File: src/rtl/jet_pkg.sv
package jet_pkg;

    // fixed widths of the external fields
    localparam int COORD_PORT_BITS = 32;
    localparam int CFG_DATA_BITS   = 32;
    localparam int RADIUS_BITS     = 31;
    localparam int ITER_LIMIT_BITS = 8;
    localparam int COUNT_BITS      = 9;
    localparam int SHADE_BITS      = 11;

    // digit width of one multiplier cell
    localparam int DIGIT_BITS = 16;

    // gray step per iteration
    localparam logic [SHADE_BITS-1:0] SHADE_STEP = 11'd5;

    // register reset values
    localparam logic [CFG_DATA_BITS-1:0]   C_RE_RESET       = 32'hFD00_0000;
    localparam logic [CFG_DATA_BITS-1:0]   C_IM_RESET       = 32'h000A_3D71;
    localparam logic [RADIUS_BITS-1:0]     RADIUS_RESET     = 31'd151001648;
    localparam logic [ITER_LIMIT_BITS-1:0] ITER_LIMIT_RESET = 8'd51;

    // configuration register indexes
    typedef enum logic [1:0] {
        REG_C_RE       = 2'd0,
        REG_C_IM       = 2'd1,
        REG_RADIUS     = 2'd2,
        REG_ITER_LIMIT = 2'd3
    } t_cfg_reg;

endpackage

File: src/rtl/jet_cell.sv
module jet_cell #(
    parameter int W    = 32,
    parameter int NDIG = 2,
    parameter int K    = 0
) (
    input  logic                  i_clk,
    input  logic                  i_rst_n,
    input  logic                  i_valid,
    input  logic signed [W-1:0]   i_x,
    input  logic signed [W-1:0]   i_y,
    input  logic signed [2*W-1:0] i_acc_xx,
    input  logic signed [2*W-1:0] i_acc_yy,
    input  logic signed [2*W-1:0] i_acc_xy,
    output logic                  o_valid,
    output logic signed [W-1:0]   o_x,
    output logic signed [W-1:0]   o_y,
    output logic signed [2*W-1:0] o_acc_xx,
    output logic signed [2*W-1:0] o_acc_yy,
    output logic signed [2*W-1:0] o_acc_xy
);

    localparam int DB   = jet_pkg::DIGIT_BITS;
    localparam int PADW = NDIG * DB;
    localparam int PW   = 2 * W;
    localparam bit TOP  = (K == NDIG - 1);

    logic signed [PADW-1:0] x_pad;
    logic signed [PADW-1:0] y_pad;
    logic        [DB-1:0]   x_dig;
    logic        [DB-1:0]   y_dig;
    logic signed [DB:0]     dx;
    logic signed [DB:0]     dy;
    logic signed [W+DB:0]   p_xx;
    logic signed [W+DB:0]   p_yy;
    logic signed [W+DB:0]   p_xy;

    logic                   r_valid;
    logic signed [W-1:0]    r_x;
    logic signed [W-1:0]    r_y;
    logic signed [PW-1:0]   r_acc_xx;
    logic signed [PW-1:0]   r_acc_yy;
    logic signed [PW-1:0]   r_acc_xy;

    // pick this cell's digit; only the top digit carries the sign
    always_comb begin
        x_pad = PADW'(i_x);
        y_pad = PADW'(i_y);
        x_dig = x_pad[K*DB +: DB];
        y_dig = y_pad[K*DB +: DB];
        dx    = TOP ? $signed({x_dig[DB-1], x_dig}) : $signed({1'b0, x_dig});
        dy    = TOP ? $signed({y_dig[DB-1], y_dig}) : $signed({1'b0, y_dig});
        p_xx  = i_x * dx;
        p_yy  = i_y * dy;
        p_xy  = i_x * dy;
    end

    always_ff @(posedge i_clk) begin
        if (!i_rst_n) begin
            r_valid <= 1'b0;
        end else begin
            r_valid <= i_valid;
        end
        r_x      <= i_x;
        r_y      <= i_y;
        r_acc_xx <= i_acc_xx + (PW'(p_xx) <<< (K * DB));
        r_acc_yy <= i_acc_yy + (PW'(p_yy) <<< (K * DB));
        r_acc_xy <= i_acc_xy + (PW'(p_xy) <<< (K * DB));
    end

    assign o_valid  = r_valid;
    assign o_x      = r_x;
    assign o_y      = r_y;
    assign o_acc_xx = r_acc_xx;
    assign o_acc_yy = r_acc_yy;
    assign o_acc_xy = r_acc_xy;

endmodule

File: config.mk
export PLATFORM = sky130hd
export DESIGN_NAME = jet_cell
export DESIGN_NICKNAME = d
export VERILOG_FILES = /design/src/rtl/jet_pkg.sv /design/src/rtl/jet_cell.sv
export SDC_FILE = /design/constraint.sdc
export NUM_CORES = 2
export LEC_CHECK = 0
export BUFFER_PORTS_ARGS = -buffer_cell sky130_fd_sc_hd__buf_2
export CAP_MARGIN = 20
export CORE_ASPECT_RATIO = 1.2
export CORE_MARGIN = 5
export CORE_UTILIZATION = 40
export DETAILED_ROUTE_END_ITERATION = 16
export GPL_ROUTABILITY_DRIVEN = 0
export PLACE_DENSITY = 0.58
export SLEW_MARGIN = 20
export SYNTH_ARGS = -nofsm -noshare
export SYNTH_HDL_FRONTEND = slang
export SYNTH_SLANG_ARGS = --single-unit
File: constraint.sdc
create_clock -name i_clk -period 11.25 [get_ports i_clk]
set_input_delay 2.25 -clock i_clk [delete_from_list [all_inputs] [get_ports i_clk]]
set_output_delay 2.25 -clock i_clk [all_outputs]
set_load 0.005 [all_outputs]
# ---- After elaboration in Yosys (flattened, before gate mapping)
# Index checks and enable logic that the tools add are counted.
dict set report totals {
  ff_bits 257
  in_bits 259
  output_inout_bits 257
  word_cells 12
}
dict set report classes {
  addsub 3
  multipliers 3
}
# cell n
set ops {}
lappend ops {{64-bit by 49-bit adder with 64-bit output} 3}
lappend ops {{32-bit by 17-bit multiplier with 49-bit output} 3}

# ---- Longest topological paths before layout
dict set report depth {
  depth_word 2
  mapped_depth 28
}

# ---- Least setup slack after synthesis
# No wires, ideal clock.
dict set report synth_timing {
  path_kind {input port to flip-flop}
  startpoint {in i_y[0]}
  endpoint {reg r_acc_yy[60] (netlist: o_acc_yy[60])}
  arrival_time_ns 8.879
  stages 24
  path_buffers 3
  setup_ns 0.088
  path_slack_ns 2.282
  cell_sequence {clkbuf_1 -> clkbuf_1 -> nand2_1 -> fa_1 -> inv_1 -> fa_1 -> fa_1 -> fa_1 -> inv_1 -> fa_1 -> inv_1 -> ha_1 -> clkbuf_1 -> a21oi_1 -> o21bai_1 -> a21oi_1 -> nor2_1 -> nor3_1 -> o21ai_0 -> a21oi_2 -> o221a_4 -> a31o_4 -> o311a_1 -> a311oi_2}
}
dict set report synth_between {
  elab_chain_len 2
}
# element line_no
set synth_lines {}
lappend synth_lines {{start: declaration} jet_cell.sv:10} ;# input logic signed [W-1:0] i_y,
lappend synth_lines {{32-bit by 17-bit multiplier with 49-bit output} jet_cell.sv:53} ;# p_yy = i_y * dy;
lappend synth_lines {{64-bit by 49-bit adder with 64-bit output} jet_cell.sv:66} ;# r_acc_yy <= i_acc_yy + (PW'(p_yy) <<< (K * DB));
lappend synth_lines {{end signal: assignment} jet_cell.sv:66}
lappend synth_lines {{end: declaration} jet_cell.sv:41} ;# logic signed [PW-1:0] r_acc_yy;
# Every way passes these cells.
# A chain may end at the register's enable or synchronous reset.

# ---- Worst setup path in the final report
dict set report layout_timing {
  startpoint {in i_x[10]}
  endpoint {reg r_acc_xx[48] (netlist: o_acc_xx[48])}
}
dict set report layout_between {
  elab_chain_len 2
}
# element line_no
set layout_lines {}
lappend layout_lines {{start: declaration} jet_cell.sv:9} ;# input logic signed [W-1:0] i_x,
lappend layout_lines {{32-bit by 17-bit multiplier with 49-bit output} jet_cell.sv:52} ;# p_xx = i_x * dx;
lappend layout_lines {{64-bit by 49-bit adder with 64-bit output} jet_cell.sv:65} ;# r_acc_xx <= i_acc_xx + (PW'(p_xx) <<< (K * DB));
lappend layout_lines {{end signal: assignment} jet_cell.sv:65}
lappend layout_lines {{end: declaration} jet_cell.sv:40} ;# logic signed [PW-1:0] r_acc_xx;
# Every way passes these cells.

==> metrics.md <==
| Metric | Value |
|---|---|
| TritonCTS clock tree | yes |
| Mapped Area | 72200 sq um |
| Fin. Hold Viols | 0 |
| Share of cells above drive strength 1 | 8.79% |
| Hold crit path type | primary input to register |
| Smallest hold slack | 1840 ps |
| CP max-delay cell | o31ai_4 |
| Leading cell type by number of instances after synthesis | inv_1 |
| Row Count | 170 |
| Part of the cycle the worst path needs | 81.1% |
| Routed vias/inst | 4.82 |
| Final WL | 201 mm |
| Worst setup path class | primary input to register |
| Post-CTS sizing | 0 |
| Slew headroom | 31.4% |
| Core ar. | 179000 sq um |
| Non-filler cells, final | 10668 |
| Post-CTS Setup Repair Bufs | 0 |
| Layout Area Growth over Synthesis | 8.97% |
| Initial antenna violation count | 13 |
| M3 GR Usage | 2.92% |
| YS warnings | 0 |
| First-pass GRT wire length | 319 mm |
| Yosys top cell area share | 49.9% |
| Hold endpoint | o_valid |
| Seq cells post-synth | 257 |
| I/O Buffers | 515 |
| Maximum clock rate | 0.110 GHz |
| Initial core utilization | 40.3% |
| DRC viols | 0 |
| Hold_sp | i_valid |
| Detailed-route wire length per cell | 18.9 um |
| Worst-path clk slew | 60 ps |
| Startpoint Class | primary input |
| Synth async-reset ratio | 0% |
| Top delay family on crit path | adder cells |
| Max incr delay on CP | 560 ps |
| 1st-pass router iterations | 6 |
| Syn_area_per_cell | 9.14 sq um |
| FILL cells | 17777 |
| Dominant register cell in the synthesized netlist | dfxtp_1 |
| Sequential-to-total area share from yosys stat | 7.13% |
| Slew Limit Fails | 0 |
| EDFF count, synth | 0 |
| Drt initial violations | 2519 |
| Synth Instances | 7893 |
| CP arrival | 9630 ps |
| Final core utilization | 43.9% |
| RSZ-0062 raised after global routing | false |
| Inst Count DP | 10580 |
| Crit path max fanout | 31 |
| Clk sinks | 257 |
| Chip height | 475 um |
| Nets@finish | 10718 |
| Status | completed |
| Syn Nets | 10396 |
| GRT Residual Overflow | 0 |
| ANT nets after route | 0 |
| Vias in the first global route | 57193 |
| Hpwl dp | 168 mm |
| Vias | 51440 |
| CTS root buf | clkbuf_16 |
| TritonCTS Buffers | 41 |
| Most frequent cells after synthesis | 2514 x inv_1, 1799 x fa_1, 727 x nand2_1 |
| Final setup fails | 0 |
| WP data required | 11750 ps |
| Min Tclk post-route | 9130 ps |
| Area contributors post-synth | fa_1 50%, inv_1 13%, ha_1 7.7% |
| H-tree Lvls | 2 |
| CTS Hold Buffers Added | 0 |
| Cell taking the most area after synthesis | fa_1 |
| Busiest grt layer | met2 |
| GRT Util Overall | 21.8% |
| Max Cap Viol | 0 |
| Clk buf depth | 3 |
| Met1 Track Usage GR | 28.0% |
| Die ar. | 189000 sq um |
| CP most frequent cell | fa_1 |
| Setup tns final | 0 ps |
| Worst setup EP type | register |
| Count of different cell masters after synthesis | 76 |
| DIE WIDTH | 398 um |
| Hold Path Depth | 2 |
| Buffers & Inverters on Critical Path | 6 |
| Top Ports | 516 |
| Met2 Usage GRT | 38.9% |
| Slew @ Worst Pin | 1030 ps |
| Pin count of the biggest net entering global routing | 51 |
[final cells by class]
type	count	area [sq um]	area share, %
timing repair buffer	585	3160	4.01
tap	2408	3010	3.83
multi-input combinational	4814	56400	71.8
clock inverter	25	278	0.353
inverter	2516	9440	12.0
clock buffer	50	1140	1.45
antenna	13	32.5	0.0414
sequential	257	5140	6.54
[placed cells by master, fill, tap and decap left out, types with 15 or more instances in the layout]
cell / n
dfxtp_1: 257
nand4_1: 35
nor3_1: 26
inv_1: 2514
o21bai_1: 22
nand2b_1: 27
and2_1: 662
nor2b_1: 34
o21ai_1: 21
o21a_1: 18
xnor2_1: 160
a21o_1: 109
fa_1: 1799
nand3_1: 41
a31oi_1: 21
nand2_1: 721
ha_1: 445
buf_4: 67
nor2_1: 119
a21oi_1: 198
clkbuf_16: 43
xor2_1: 91
a31o_2: 15
o21ai_0: 91
buf_2: 514
[through the flow]
step	worst slack (ps)	area, sq um
2_1_floorplan	2280	72200
3_3_place_gp	1620	77200
3_5_place_dp	1530	77200
4_1_cts	2230	78600
5_1_grt	1800	78600
6_report	2120	78600
[flip-flops by register name, indices dropped and copies added (netlist names)]
signal / cells
o_valid: 1
o_acc_xy: 64
o_x: 32
o_acc_yy: 64
o_acc_xx: 64
o_y: 32
[worst max-delay path by stage]
stage | startpoint | endpoint | slack [ps] | cells past startpoint
after floorplan | i_y[0] | o_acc_yy[60] | 2280 | 24
after global placement | i_x[13] | o_acc_xx[59] | 1620 | 24
after detailed placement | i_y[4] | o_acc_yy[63] | 1530 | 23
after CTS | i_y[4] | o_acc_yy[63] | 2230 | 23
after global routing | i_y[11] | o_acc_yy[57] | 1800 | 23
final | i_x[10] | o_acc_xx[48] | 2120 | 25
[logic make-up after synthesis]
| family | after synthesis | share of synthesized area, % |
|---|---|---|
| adder cells (fa/ha/maj) | 2250 | 57.7 |
| AO/OA/AOI/OAI | 598 | 5.57 |
| buffers and inverters | 2822 | 14.7 |
| flip-flops | 257 | 7.13 |
| AND/OR/NAND/NOR | 1715 | 11.9 |
| XOR/XNOR | 251 | 3.05 |
[metal layers]
layer	part of all wire (%)	vias to the layer above
met1	41	26778
met4	2.7	6
met3	5.7	225
met2	51	1379
li1	-	23052
met5	0.019	-
Power is not shown: default switching activity piles up to over one toggle a cycle in this logic, so the estimate is an artifact.
